**src/sv/kwsl_pkg.sv**
```systemverilog
`timescale 1ns / 1ps
// Types, filter coefficients and step tables for the K-weighted level block.
package kwsl_pkg;

    typedef logic signed [15:0] sample_t;
    typedef logic [2:0]         chan_t;
    typedef logic [3:0]         cfg_t;
    typedef logic signed [31:0] mul_a_t;
    typedef logic signed [32:0] mul_b_t;
    typedef logic signed [64:0] mul_p_t;
    typedef logic [3:0]         op_t;
    typedef logic [2:0]         src_t;
    typedef logic [1:0]         mode_t;

    localparam cfg_t    CFG_RESET  = 4'd2;
    localparam sample_t SAMPLE_MIN = 16'sh8000;

    // Biquad coefficients, Q3.28 in a signed 32-bit word
    localparam mul_a_t SHELF_A1 = -32'sd453832898;
    localparam mul_a_t SHELF_A2 = 32'sd196623811;
    localparam mul_a_t SHELF_B0 = 32'sd412081942;
    localparam mul_a_t SHELF_B1 = -32'sd722546694;
    localparam mul_a_t SHELF_B2 = 32'sd321691121;
    localparam mul_a_t HP_A1    = -32'sd534199296;
    localparam mul_a_t HP_A2    = 32'sd265770496;
    localparam mul_a_t HP_B0    = 32'sd268435456;
    localparam mul_a_t HP_B1    = -32'sd536870912;
    localparam mul_a_t HP_B2    = 32'sd268435456;

    localparam mul_p_t ROUND_Q28 = 65'sd134217728;

    // 10*log10(2) in Q16; log2 offset 16 + log2(32767) in Q16 folded into the rounding term
    localparam mul_b_t  DB_PER_OCTAVE_Q16 = 33'sd197283;
    localparam mul_p_t  DB_ROUND = 65'sd8388608 - 65'sd2031613 * 65'sd197283;
    localparam sample_t LEVEL_BIAS_Q8 = -16'sd177;
    localparam mul_p_t  LEVEL_MAX = 65'sd32767;
    localparam mul_p_t  LEVEL_MIN = -65'sd32768;

    localparam logic [3:0] SQ_LAST = 4'd15;

    // Filter steps, one coefficient product each
    localparam op_t OP_SHELF_A1 = 4'd0;
    localparam op_t OP_SHELF_A2 = 4'd1;
    localparam op_t OP_SHELF_B0 = 4'd2;
    localparam op_t OP_SHELF_B1 = 4'd3;
    localparam op_t OP_SHELF_B2 = 4'd4;
    localparam op_t OP_HP_A1    = 4'd5;
    localparam op_t OP_HP_A2    = 4'd6;
    localparam op_t OP_HP_B0    = 4'd7;
    localparam op_t OP_HP_B1    = 4'd8;
    localparam op_t OP_HP_B2    = 4'd9;

    localparam src_t SRC_Z1  = 3'd0;
    localparam src_t SRC_Z2  = 3'd1;
    localparam src_t SRC_H1  = 3'd2;
    localparam src_t SRC_H2  = 3'd3;
    localparam src_t SRC_ACC = 3'd4;

    localparam mode_t MODE_SUB  = 2'd0;
    localparam mode_t MODE_ADD  = 2'd1;
    localparam mode_t MODE_LOAD = 2'd2;

    function automatic mul_a_t op_coef(input op_t op);
        mul_a_t c;
        unique case (op)
            OP_SHELF_A1: c = SHELF_A1;
            OP_SHELF_A2: c = SHELF_A2;
            OP_SHELF_B0: c = SHELF_B0;
            OP_SHELF_B1: c = SHELF_B1;
            OP_SHELF_B2: c = SHELF_B2;
            OP_HP_A1:    c = HP_A1;
            OP_HP_A2:    c = HP_A2;
            OP_HP_B0:    c = HP_B0;
            OP_HP_B1:    c = HP_B1;
            OP_HP_B2:    c = HP_B2;
            default:     c = '0;
        endcase
        return c;
    endfunction

    function automatic src_t op_src(input op_t op);
        src_t s;
        unique case (op)
            OP_SHELF_A1, OP_SHELF_B1: s = SRC_Z1;
            OP_SHELF_A2, OP_SHELF_B2: s = SRC_Z2;
            OP_HP_A1, OP_HP_B1:       s = SRC_H1;
            OP_HP_A2, OP_HP_B2:       s = SRC_H2;
            default:                  s = SRC_ACC;
        endcase
        return s;
    endfunction

    function automatic mode_t op_mode(input op_t op);
        mode_t m;
        unique case (op)
            OP_SHELF_A1, OP_SHELF_A2, OP_HP_A1, OP_HP_A2: m = MODE_SUB;
            OP_SHELF_B0, OP_HP_B0:                        m = MODE_LOAD;
            default:                                      m = MODE_ADD;
        endcase
        return m;
    endfunction

endpackage

```
**src/sv/kwsl_mul.sv**
```systemverilog
`timescale 1ns / 1ps
// Shared signed 32x33 multiplier with a registered product.
module kwsl_mul import kwsl_pkg::*; (
    input  logic   clk,
    input  logic   en,
    input  mul_a_t a,
    input  mul_b_t b,
    output mul_p_t prod
);

    mul_p_t prod_reg;

    always_ff @(posedge clk)
    begin
        if (en)
        begin
            prod_reg <= mul_p_t'(a) * mul_p_t'(b);
        end
    end

    assign prod = prod_reg;

endmodule

```
**config.mk**
```make
export PLATFORM = sky130hd
export DESIGN_NAME = kwsl_mul
export DESIGN_NICKNAME = d
export VERILOG_FILES = /design/src/sv/kwsl_pkg.sv /design/src/sv/kwsl_mul.sv
export SDC_FILE = /design/constraint.sdc
export NUM_CORES = 2
export LEC_CHECK = 0
export BUFFER_PORTS_ARGS = -buffer_cell sky130_fd_sc_hd__buf_2
export CAP_MARGIN = 20
export CORE_MARGIN = 3
export CORE_UTILIZATION = 55
export DETAILED_ROUTE_END_ITERATION = 6
export GPL_TIMING_DRIVEN = 0
export PLACE_DENSITY_LB_ADDON = 0.12
export SLEW_MARGIN = 15
export SYNTH_ARGS = -nofsm -noshare
export SYNTH_HDL_FRONTEND = slang
export SYNTH_SLANG_ARGS = --single-unit
```
**constraint.sdc**
```tcl
create_clock -name clk -period 12.2 [get_ports clk]
set_clock_uncertainty 0.05 [all_clocks]
set_input_delay 0.61 -clock clk [delete_from_list [all_inputs] [get_ports clk]]
set_output_delay 0.61 -clock clk [all_outputs]
set_load 0.01 [all_outputs]
```
* Yosys cells after proc, flatten, opt, wreduce, memory -nomap -nowiden
Index checks and enable logic that the tools add are counted.
** Storage, ports and cells
- Bits of input ports :: 67
- Logic and storage cells :: 2
- Register bits after elaboration :: 65
- Output and inout port bits :: 65
** Operators by class
- Multipliers :: 1
** Operators by type and width (number)
- multiplier 32 x 33 -> 65 bit :: 1

* Depth between registers and ports, before layout
- Depth after elaboration :: 1
- Depth in mapped cells :: 29
- Mapped depth without buffers :: 27

* Worst setup path before layout
OpenSTA, ideal clock, no wires.
- Path type :: input port to flip-flop
- Start point :: input b[32]
- End point :: register prod_reg[64] (netlist: prod[64]), data pin
- Setup slack :: 4.061 ns
- Library setup time :: 0.260 ns
- Buffers on the path :: 1
- Data required time :: 11.890 ns
- Cell stages on the path :: 26
- Data arrival time :: 7.829 ns
- Cell sequence :: clkbuf_1 nand2_1 inv_1 fa_1 inv_1 fa_1 inv_1 fa_1 fa_1 inv_1 fa_1 inv_1 fa_1 inv_1 fa_1 inv_1 fa_1 ha_1 and3_1 and2_1 a221o_1 a22o_1 a31oi_1 o311ai_1 o211ai_1 xnor2_1
** Between the ends
- Longest elaborated chain between the ends :: 1
** RTL lines
- start, declared :: RTL line kwsl_mul.sv:7 : input mul_b_t b,
- multiplier 32 x 33 -> 65 bit :: RTL line kwsl_mul.sv:17 : prod_reg <= mul_p_t'(a) * mul_p_t'(b);
- end signal, assigned :: RTL line kwsl_mul.sv:17
- end, declared :: RTL line kwsl_mul.sv:11 : mul_p_t prod_reg;
Every way passes these cells.
A chain may end at the register's enable or synchronous reset.

* Worst setup path in the final report
- Start point :: input a[31]
- End point :: register prod_reg[61] (netlist: prod[61]), data pin
** Between the ends
- Longest elaborated chain between the ends :: 1
** RTL lines
- start, declared :: RTL line kwsl_mul.sv:6 : input mul_a_t a,
- multiplier 32 x 33 -> 65 bit :: RTL line kwsl_mul.sv:17
Every way passes these cells.

==> flow_summary.ini <==
[outcome]
status = complete, no violations

[synth]
synth_top_cell_area_share_pct = 57.2
yosys_warnings = 0
ys_top_cells_by_area = fa_1 (57%), inv_1 (9.5%), and2_1 (8.5%)
synth_ff_type = edfxtp_1
syn-num-nets = 5379
synth_seq_cells = 65
synth-seq-area-share_pct = 5.02
synth_cell_types = 55
syn_area_um2 = 38900
avgSynthCellArea_um2 = 9.69
synthTopCellsByCount = fa_1 (1,112), inv_1 (989), nand2_1 (536)
yosysTopAreaCell = fa_1
asyncSetResetFlopFracSynth_pct = 0
synth.most_common_cell = fa_1
syn_inst = 4014
synth_edf_count = 65

[worst_hold_path]
hold_depth = 1
hp-class = primary input to register
hp-start = en
hold_path_end = prod[60]$_DFFE_PP_

[global_route]
grtUsageTotal_pct = 37.4
grt_first_pass_wirelength_um = 199000
overflow = 0
grt_pass1_vias = 30200
antenna_found_initial = 10
grt_max_degree = 60

[placed_design]
io_buffer_count = 131
dp_cells = 5077
dp_slack_ns = 2.26
detailed_place_hpwl_um = 118000
place_congestion = 1.05
placed_cell_area_um2 = 40800

[route]
drt_pass1_iterations = 6
drtIter0Drc = 2519
ant_nets = 0
wl_per_cell_um = 25.8
totalWireLength_um = 131000
drc = 0
vias_per_cell = 5.58
num_vias = 28400

[sta]
worst_pin_slew_ns = 1.04
layout_min_cycle_time_ns = 9.65
slew-limit-headroom_pct = 28.8
fmax_mhz = 104
hold_viol_final = 0
rsz0062_at_grt = false
setup_tns_ns = 0
setup-violations-final = 0
drv_slew = 0
timing.final.crit_share_pct = 79.1
fin_ws_ns = 2.55

[critical_path]
endpoint_kind = register
arrival_ns = 9.70
cpMostUsedCell = fa_1
crit_path_start_kind = primary input
worstPathMaxFanout = 10
cpPeakStageDelay_ns = 0.77
path_delay_family = adder cells
critPathLaunch = a[31]
crit_slowest_cell = a2111oi_0
cp.required_ns = 12.26
path_class = primary input to register
crit_buf_inv = 5

[clock_network]
h-tree-depth = 3
cts_resized = 0
cts_hold_buf = 0
numCtsBuffers = 9
cts_root_buffer = clkbuf_16
tritoncts = done
cts_num_sinks = 65
postCtsSetupRepairBufs = 0
clock_path_buffers = 2
cts.clk_slew.worst_paths_ns = 0.06

[floorplan]
dieArea_um2 = 74000
ios = 132
die_h_um = 272
rows = 96
start_util_pct = 56.1
fp.coreArea_um2 = 69300
dieWidth_um = 272

[finish]
area_delta_synth_final_pct = 5.55
fillers = 6259
largest_register_ffs = 65
multi_input_area_um2 = 32400
nNetsFinal = 5522
area.sequential_um2 = 1950
drive_above_1_share_pct = 3.65
finalNonFillerCells = 5095
final_area_um2 = 41100

[run]
maxCapViolations = 0
-- layout make-up --
class | instances | area share [%]
sequential | 65 | 4.75
clock buffer | 9 | 0.548
buffer | 211 | 1.93
tap | 931 | 2.84
clock inverter | 5 | 0.177
timing repair buffer | 132 | 1.67
multi-input combinational | 2749 | 79.0
antenna | 4 | 0.0244
inverter | 989 | 9.04
-- metrics by stage --
stage / hold WS [ns] / utilization [%]
after floorplan: 0.672 / -
after global placement: 0.962 / 58.8
after detailed placement: 0.879 / 58.8
after CTS: 0.478 / 59.2
after global routing: 0.496 / 59.2
final: 0.490 / 59.2
-- routing by layer --
layer  share of wire, %  GRT usage, %  wire length, um
met3                 11          9.86            14000
met5              0.021             0               27
met4                7.8          22.8            10200
met2                 44          55.8            57800
met1                 38          49.2            49300
-- logic make-up after synthesis --
kind of cell | count (synthesis) | share of synthesized area (%)
xor gates and xnor gates | 74 | 1.67
AOI/OAI and AO/OA | 202 | 3.41
buffers and inverters | 1200 | 11.6
DFF | 65 | 5.02
and+or+nand+nor | 1175 | 15.1
adders and majority gates | 1298 | 63.2
-- worst max path at each step --
stage	depth (start not counted)	slack, ns	to
after floorplan	26	4.06	prod[64]$_DFFE_PP_
after global placement	25	2.13	prod[61]$_DFFE_PP_
after detailed placement	25	2.26	prod[61]$_DFFE_PP_
after CTS	25	2.61	prod[61]$_DFFE_PP_
after global routing	27	2.24	prod[64]$_DFFE_PP_
final	25	2.55	prod[61]$_DFFE_PP_
-- placed cells by master (no fill, tap or decap), drive strengths merged, types with 2 or more instances in the layout --
master	n
xnor2	47
nor3	5
nand4	12
a2111oi	5
fa	1112
or3	2
nand3	12
ha	186
nor2b	6
bufinv	2
edfxtp	65
nand2	536
clkinv	3
a311o	2
diode	4
and2	531
a21boi	3
a211oi	6
xor2	27
o21a	6
o211ai	4
o2111ai	2
o21bai	13
a21oi	70
nand2b	11
o31ai	7
inv	989
o311ai	3
a31oi	8
and3	8
nor2	47
a21o	30
a221oi	2
o21ai	31
clkbuf	219
o41ai	2
buf	133
Power is not shown: default switching activity piles up to over one toggle a cycle in this logic, so the estimate is an artifact.
