`config.mk`:
```
export PLATFORM = sky130hd
export DESIGN_NAME = kwsl_regs
export DESIGN_NICKNAME = d
export VERILOG_FILES = /design/src/sv/kwsl_pkg.sv /design/src/sv/kwsl_regs.sv
export SDC_FILE = /design/constraint.sdc
export NUM_CORES = 2
export LEC_CHECK = 0
export BUFFER_PORTS_ARGS = -buffer_cell sky130_fd_sc_hd__buf_2
export CAP_MARGIN = 0
export CORE_MARGIN = 8
export CORE_UTILIZATION = 56
export DETAILED_ROUTE_END_ITERATION = 6
export MAX_ROUTING_LAYER = met4
export PLACE_DENSITY_LB_ADDON = 0.1
export SLEW_MARGIN = 15
export SYNTH_ARGS = -nofsm -noshare
export SYNTH_HDL_FRONTEND = slang
export SYNTH_SLANG_ARGS = --single-unit
```
`constraint.sdc`:
```
create_clock -name clk -period 1.39 [get_ports clk]
set_input_delay 0.139 -clock clk [delete_from_list [all_inputs] [get_ports clk]]
set_output_delay 0.139 -clock clk [all_outputs]
set_load 0.05 [all_outputs]
```
`src/sv/kwsl_pkg.sv`:
```
`timescale 1ns / 1ps
// Types, filter coefficients and step tables for the K-weighted level block.
package kwsl_pkg;

    typedef logic signed [15:0] sample_t;
    typedef logic [2:0]         chan_t;
    typedef logic [3:0]         cfg_t;
    typedef logic signed [31:0] mul_a_t;
    typedef logic signed [32:0] mul_b_t;
    typedef logic signed [64:0] mul_p_t;
    typedef logic [3:0]         op_t;
    typedef logic [2:0]         src_t;
    typedef logic [1:0]         mode_t;

    localparam cfg_t    CFG_RESET  = 4'd2;
    localparam sample_t SAMPLE_MIN = 16'sh8000;

    // Biquad coefficients, Q3.28 in a signed 32-bit word
    localparam mul_a_t SHELF_A1 = -32'sd453832898;
    localparam mul_a_t SHELF_A2 = 32'sd196623811;
    localparam mul_a_t SHELF_B0 = 32'sd412081942;
    localparam mul_a_t SHELF_B1 = -32'sd722546694;
    localparam mul_a_t SHELF_B2 = 32'sd321691121;
    localparam mul_a_t HP_A1    = -32'sd534199296;
    localparam mul_a_t HP_A2    = 32'sd265770496;
    localparam mul_a_t HP_B0    = 32'sd268435456;
    localparam mul_a_t HP_B1    = -32'sd536870912;
    localparam mul_a_t HP_B2    = 32'sd268435456;

    localparam mul_p_t ROUND_Q28 = 65'sd134217728;

    // 10*log10(2) in Q16; log2 offset 16 + log2(32767) in Q16 folded into the rounding term
    localparam mul_b_t  DB_PER_OCTAVE_Q16 = 33'sd197283;
    localparam mul_p_t  DB_ROUND = 65'sd8388608 - 65'sd2031613 * 65'sd197283;
    localparam sample_t LEVEL_BIAS_Q8 = -16'sd177;
    localparam mul_p_t  LEVEL_MAX = 65'sd32767;
    localparam mul_p_t  LEVEL_MIN = -65'sd32768;

    localparam logic [3:0] SQ_LAST = 4'd15;

    // Filter steps, one coefficient product each
    localparam op_t OP_SHELF_A1 = 4'd0;
    localparam op_t OP_SHELF_A2 = 4'd1;
    localparam op_t OP_SHELF_B0 = 4'd2;
    localparam op_t OP_SHELF_B1 = 4'd3;
    localparam op_t OP_SHELF_B2 = 4'd4;
    localparam op_t OP_HP_A1    = 4'd5;
    localparam op_t OP_HP_A2    = 4'd6;
    localparam op_t OP_HP_B0    = 4'd7;
    localparam op_t OP_HP_B1    = 4'd8;
    localparam op_t OP_HP_B2    = 4'd9;

    localparam src_t SRC_Z1  = 3'd0;
    localparam src_t SRC_Z2  = 3'd1;
    localparam src_t SRC_H1  = 3'd2;
    localparam src_t SRC_H2  = 3'd3;
    localparam src_t SRC_ACC = 3'd4;

    localparam mode_t MODE_SUB  = 2'd0;
    localparam mode_t MODE_ADD  = 2'd1;
    localparam mode_t MODE_LOAD = 2'd2;

    function automatic mul_a_t op_coef(input op_t op);
        mul_a_t c;
        unique case (op)
            OP_SHELF_A1: c = SHELF_A1;
            OP_SHELF_A2: c = SHELF_A2;
            OP_SHELF_B0: c = SHELF_B0;
            OP_SHELF_B1: c = SHELF_B1;
            OP_SHELF_B2: c = SHELF_B2;
            OP_HP_A1:    c = HP_A1;
            OP_HP_A2:    c = HP_A2;
            OP_HP_B0:    c = HP_B0;
            OP_HP_B1:    c = HP_B1;
            OP_HP_B2:    c = HP_B2;
            default:     c = '0;
        endcase
        return c;
    endfunction

    function automatic src_t op_src(input op_t op);
        src_t s;
        unique case (op)
            OP_SHELF_A1, OP_SHELF_B1: s = SRC_Z1;
            OP_SHELF_A2, OP_SHELF_B2: s = SRC_Z2;
            OP_HP_A1, OP_HP_B1:       s = SRC_H1;
            OP_HP_A2, OP_HP_B2:       s = SRC_H2;
            default:                  s = SRC_ACC;
        endcase
        return s;
    endfunction

    function automatic mode_t op_mode(input op_t op);
        mode_t m;
        unique case (op)
            OP_SHELF_A1, OP_SHELF_A2, OP_HP_A1, OP_HP_A2: m = MODE_SUB;
            OP_SHELF_B0, OP_HP_B0:                        m = MODE_LOAD;
            default:                                      m = MODE_ADD;
        endcase
        return m;
    endfunction

endpackage

```
`src/sv/kwsl_regs.sv`:
```
`timescale 1ns / 1ps
// Per-channel delay elements of both biquads, with the delay-line shift on write.
module kwsl_regs import kwsl_pkg::*; #(
    parameter int NUM_CH = 8,
    parameter int SB     = 48,
    localparam int IW    = (NUM_CH > 1) ? $clog2(NUM_CH) : 1
) (
    input  logic                 clk,
    input  logic                 rst_n,
    input  logic [IW-1:0]        idx,
    input  logic                 wr_en,
    input  logic signed [SB-1:0] w1,
    input  logic signed [SB-1:0] w2,
    output logic signed [SB-1:0] z1,
    output logic signed [SB-1:0] z2,
    output logic signed [SB-1:0] h1,
    output logic signed [SB-1:0] h2
);

    logic signed [SB-1:0] z1_reg [NUM_CH];
    logic signed [SB-1:0] z2_reg [NUM_CH];
    logic signed [SB-1:0] h1_reg [NUM_CH];
    logic signed [SB-1:0] h2_reg [NUM_CH];

    always_ff @(posedge clk or negedge rst_n)
    begin
        if (!rst_n)
        begin
            for (int i = 0; i < NUM_CH; i++)
            begin
                z1_reg[i] <= '0;
                z2_reg[i] <= '0;
                h1_reg[i] <= '0;
                h2_reg[i] <= '0;
            end
        end
        else if (wr_en)
        begin
            // advance both delay lines of the channel
            z2_reg[idx] <= z1_reg[idx];
            z1_reg[idx] <= w1;
            h2_reg[idx] <= h1_reg[idx];
            h1_reg[idx] <= w2;
        end
    end

    assign z1 = z1_reg[idx];
    assign z2 = z2_reg[idx];
    assign h1 = h1_reg[idx];
    assign h2 = h2_reg[idx];

endmodule

```
# After elaboration in Yosys (flattened, before gate mapping)
# Cells that the tools add are included.
dict set report word_totals {
  ff_bits 1536
  latch_bits 0
  ram_bits 0
  rom_bits 0
  out_inout_bits 192
  wordCells 54
  memories 0
}
dict set report op_classes {
  add_sub_neg 0
  multipliers 0
  div 0
  magnitude_cmp 2
  n_eq_ne 0
  n_shift 0
  n_mux 18
  bitwise_logic 1
  reduce_logical 1
}
# cell n
set ops {}
lappend ops {{$bwmux W384} 4}
lappend ops {{$bmux W48 S3} 4}
lappend ops {{$mux W48} 9}
lappend ops {{$demux W48 S3} 1}
lappend ops {{$ge A4 B4 Y1 const B} 1}
lappend ops {{$lt A4 B1 Y1 const B} 1}
lappend ops {{$not A3 Y4} 1}
lappend ops {{$logic_and A1 B1 Y1} 1}

# Logic depth before layout (Yosys ltp)
dict set report logic_depth {
  depth_word 6
  depth_mapped 8
  depth_no_buf 3
}

# Worst setup path after synthesis
# No wires, ideal clock.
dict set report synth_timing {
  path_kind {input to output}
  start {input idx[0]}
  end {output h1[46]}
  arrival_time_ps 2018
  t_required_ps 1251
  setup_slack_ps -767
  cell_stages 6
  path_buffers 4
  cell_sequence {buf_4 -> buf_4 -> buf_4 -> buf_2 -> a221oi_1 -> o21ai_0}
}
dict set report synth_between {
  elab_chain_len 4
}
# element line
set synth_rtl {}
lappend synth_rtl {{from (decl)} kwsl_regs.sv:10} ;# input logic [IW-1:0] idx,
lappend synth_rtl {{$not A3 Y4 (not written as such)} kwsl_regs.sv:49} ;# assign h1 = h1_reg[idx];
lappend synth_rtl {{$bmux W48 S3} kwsl_regs.sv:49}
lappend synth_rtl {{$mux W48 (not written as such) (2 in series)} kwsl_regs.sv:49}
lappend synth_rtl {{to (decl)} kwsl_regs.sv:16} ;# output logic signed [SB-1:0] h1,
# Every way passes these cells. The select of a mux whose other input is x is not followed.

# Worst setup path after layout
dict set report layout_timing {
  start {register h2_reg[249] (netlist bit)}
  end {output h2[9]}
}
dict set report layout_between {
  elab_chain_len 3
}
# element line
set layout_rtl {}
lappend layout_rtl {{from (decl)} kwsl_regs.sv:23} ;# logic signed [SB-1:0] h2_reg [NUM_CH];
lappend layout_rtl {{from (signal, indexed assignment)} kwsl_regs.sv:42} ;# h2_reg[idx] <= h1_reg[idx];
lappend layout_rtl {{$bmux W48 S3} kwsl_regs.sv:50} ;# assign h2 = h2_reg[idx];
lappend layout_rtl {{$mux W48 (not written as such) (2 in series)} kwsl_regs.sv:50}
lappend layout_rtl {{to (decl)} kwsl_regs.sv:17} ;# output logic signed [SB-1:0] h2
# Every way passes these cells. The select of a mux whose other input is x is not followed.

==> metrics.txt <==
IO Port Bufs 293; register area share after synthesis 55.1%; Detail Route Antenna Nets 0; RSZ-0062 raised after global routing yes; CP Capture Type output port; initial antenna violation count 15; Core Box Area 124000 um^2; flop2flop setup slack -0.02 ns; total of max-cap violations 0; clock period minus worst slack 2.25 ns; Crit path depth 5; nets 6545; fin util 73.9%; Root Buffer clkbuf_16; Die X 369 um; Yosys cell types 41; Critical R2R Launch z1_reg[62]; Power Dens Cells 1580 nW/um^2; routability cong. 0.812; final setup vio count 225; number of global-route vias before repair 50900; Top Metal Used met4; maximum clock insertion buffer count 3; leakage 40.7 nW; drt via density 5.87; gate count after technology mapping 5447; syn_nets 5549; Reg clk slew, reported paths 0.06 ns; cell chain of the critical path mux2_2, a22oi_2, o211ai_1, buf_4, buf_12; die height 369 um; CP Buf/Inv Count 2; crit path from h2_reg[249]; Design Power 144 mW; syn_area_per_cell 12.8 um^2; Critical Path AT 2.11 ns; TritonRoute pass-1 iters 5; flops & latches, synth 1536; HPWL after DPL 124000 um; worst r2r dst z2_reg[14]; met1 WL 86000 um; end of the critical path h2[9]; critical path's largest stage delay 0.38 ns; setup clock skew after layout 0.0180 ns; Cell Area, Synth 69700 um^2; Crit path max-delay family flip-flops; DR vias 48200; largest net degree at the start of global routing 96; Rows 129; remaining global-route overflow 0; peak supply drop 1.36 mV; Syn-to-layout area delta 31.0%; total wire length 194000 um; Clock Latency Late Sink 0.78 ns; share of cells above drive strength 1 51.1%; slew margin rel. 63.6%; Crit path required time 1.25 ns; drt wl/cell 23.7 um; failing checks negative setup slack; first-pass GRT wire length 301000 um; drc violations 0; Final Cycle Share 162%; CP max FO 2; Max Clock Freq 444 MHz; Tot GR Track Use 28.7%; Setup crit start kind register; Initial Util 56.4%; top-level port count 294; setup ws final -0.861 ns; CTS tree yes; WL met3 9610 um; DR WL met2 93500 um; clock sinks 1536; Worst path slowest cell dfrtp_1; Worst R2R Path Depth 6; final slew viol count 0; # H-tree levels 4; actual slew at the worst max-slew pin 0.546 ns; outcome finished with violations; YS warnings 0; die area 136000 um^2; Starting DRT DRC Count 3315; Hold Fails Final Rpt 0; Worst Setup Path Type register to output port; TritonCTS Buffers 162; worst hold path class input port to asynchronous set/reset pin
-- layout make-up --
class | instances | area [um^2]
well taps | 1637 | 2050
clock buffers | 249 | 4860
inverters | 1 | 3.75
repair buffers | 1251 | 13000
clock inverters | 35 | 352
fillers | 8029 | 32300
flip-flops and latches | 1536 | 38400
multi-input cells | 3491 | 32600
diodes | 15 | 37.5
-- cell usage in the layout (no fill, tap or decap), types with 2 or more instances in the layout --
cell	synthesis	layout
buf_2	180	96
nand2b_1	63	54
nand4b_1	2	2
dlygate4sd3_1	0	105
a21o_1	3	3
mux2_1	21	21
mux2i_2	0	8
buf_16	0	4
dfrtp_1	1536	1536
nor2_1	9	9
inv_6	0	4
buf_4	60	697
mux2i_1	185	177
nand2b_4	0	9
buf_12	0	232
a22oi_1	256	42
clkbuf_8	0	33
nand2_2	19	40
clkbuf_16	0	178
buf_8	0	14
o211ai_1	101	101
o22a_1	4	4
o21ai_1	119	118
o21ai_2	34	44
a221oi_1	2	2
buf_6	49	94
mux2_2	1510	1297
o21ai_0	226	217
bufinv_16	0	6
a22oi_2	39	253
mux2_4	0	213
clkbuf_1	111	47
diode_2	0	15
a21oi_1	11	10
clkinvlp_4	0	3
nand2_1	782	761
nor2b_4	0	3
o221ai_4	0	90
clkinv_2	0	21
-- worst min path at each step --
stage / startpoint / to / slack, ns / cells past startpoint
6_report: rst_n / z1_reg[56] / 0.05 / 3
5_1_grt: rst_n / z1_reg[56] / 0.04 / 3
4_1_cts: idx[1] / h2_reg[310] / 0.01 / 5
3_5_place_dp: rst_n / z2_reg[344] / 0.001 / 1
3_3_place_gp: rst_n / z2_reg[344] / 0.003 / 1
2_1_floorplan: rst_n / h1_reg[0] / -0.16 / 0
-- worst reg2reg max path: cells and delay by family, from the launching register on --
family	cells	cell delay [ns]
buffers and inverters	3	0.35
AOI/OAI and AO/OA	2	0.29
DFF	1	0.38
muxes	1	0.27
-- logic make-up (layout without fill, tap and decap cells) --
family,after synthesis,count (layout),share of synthesized area [%]
DFF,1536,1536,55.1
muxes,1716,1716,27.4
and+or+nand+nor,890,890,5.24
AOI/OAI and AO/OA,885,885,8.77
other,0,15,0
buffers and inverters,420,1536,3.46
-- stage by stage --
stage               cell area [um^2]  hold WS, ns  setup slack [ns]  std cells  setup TNS [ns]
floorplan                      72600       -0.157            -0.463       5447          -56.56
global placement               81200      0.00322            -0.676       7611         -765.82
detailed placement             81200      0.00118            -0.686       7611         -802.76
CTS                            90200       0.0133            -0.920       8119         -151.55
global route                   91300       0.0446            -0.946       8213         -153.63
finish                         91300       0.0534            -0.861       8215         -138.32
-- routing by layer --
metal | GRT usage (%) | vias up
met2 | 45.0 | 1191
met3 | 4.44 | 346
met5 | - | -
met4 | 9.05 | 0
li1 | - | 21600
met1 | 38.7 | 25100
-- cells in the mapped netlist --
library cell  count  area share [%]
a22oi_1         256             2.8
inv_1             1          0.0054
a21oi_1          11           0.079
or4b_1            1           0.014
o211ai_1        101             1.1
o221ai_1         90             1.1
nand2_2          19            0.17
buf_1            15           0.081
o22a_1            4           0.050
o21ai_1         119            0.85
a21o_1            3           0.032
nor4b_4           1           0.034
a22oi_2          39            0.70
and3_1            1          0.0090
nor3b_2           1           0.018
nor2b_1           2           0.018
buf_4            60            0.65
nand2b_1         63            0.57
and2_1            1          0.0090
nor2_2            1          0.0090
clkbuf_4          4           0.043
o21ai_2          34            0.43
and4bb_2          1           0.018
mux2_1           21            0.34
clkbuf_1        111            0.60
nand4b_4          1           0.034
buf_2           180             1.3
nand4_1           1          0.0090
mux2i_1         185             2.7
nor3_2            1           0.014
nand2_1         782             4.2
nand4b_1          2           0.025
o21ai_0         226             1.6
nand4bb_1         1           0.016
nor2b_2           1           0.013
mux2_2         1510              24
or2_2             1          0.0090
a221oi_1          2           0.025
dfrtp_1        1536              55
buf_6            49            0.79
nor2_1            9           0.048
-- report_power, final --
part | internal [mW] | switching [mW] | leakage [nW] | total [mW]
combinational | 20.9 | 19.0 | 19.0 | 39.9
clock | 25.1 | 17.7 | 2.57 | 42.8
sequential | 55.5 | 6.31 | 19.1 | 61.8
-- what timing repair did --
item | in CTS | in global routing
gates cloned | 0 | 4
pin swaps | 276 | 128
setup endpoints to repair | 192 | 242
buffers inserted | 122 | 89
resized for setup | 511 | 105
hold endpoints to repair | 2311 | 0
hold buffers | 105 | 0
Power figures use the tool's default switching activity.
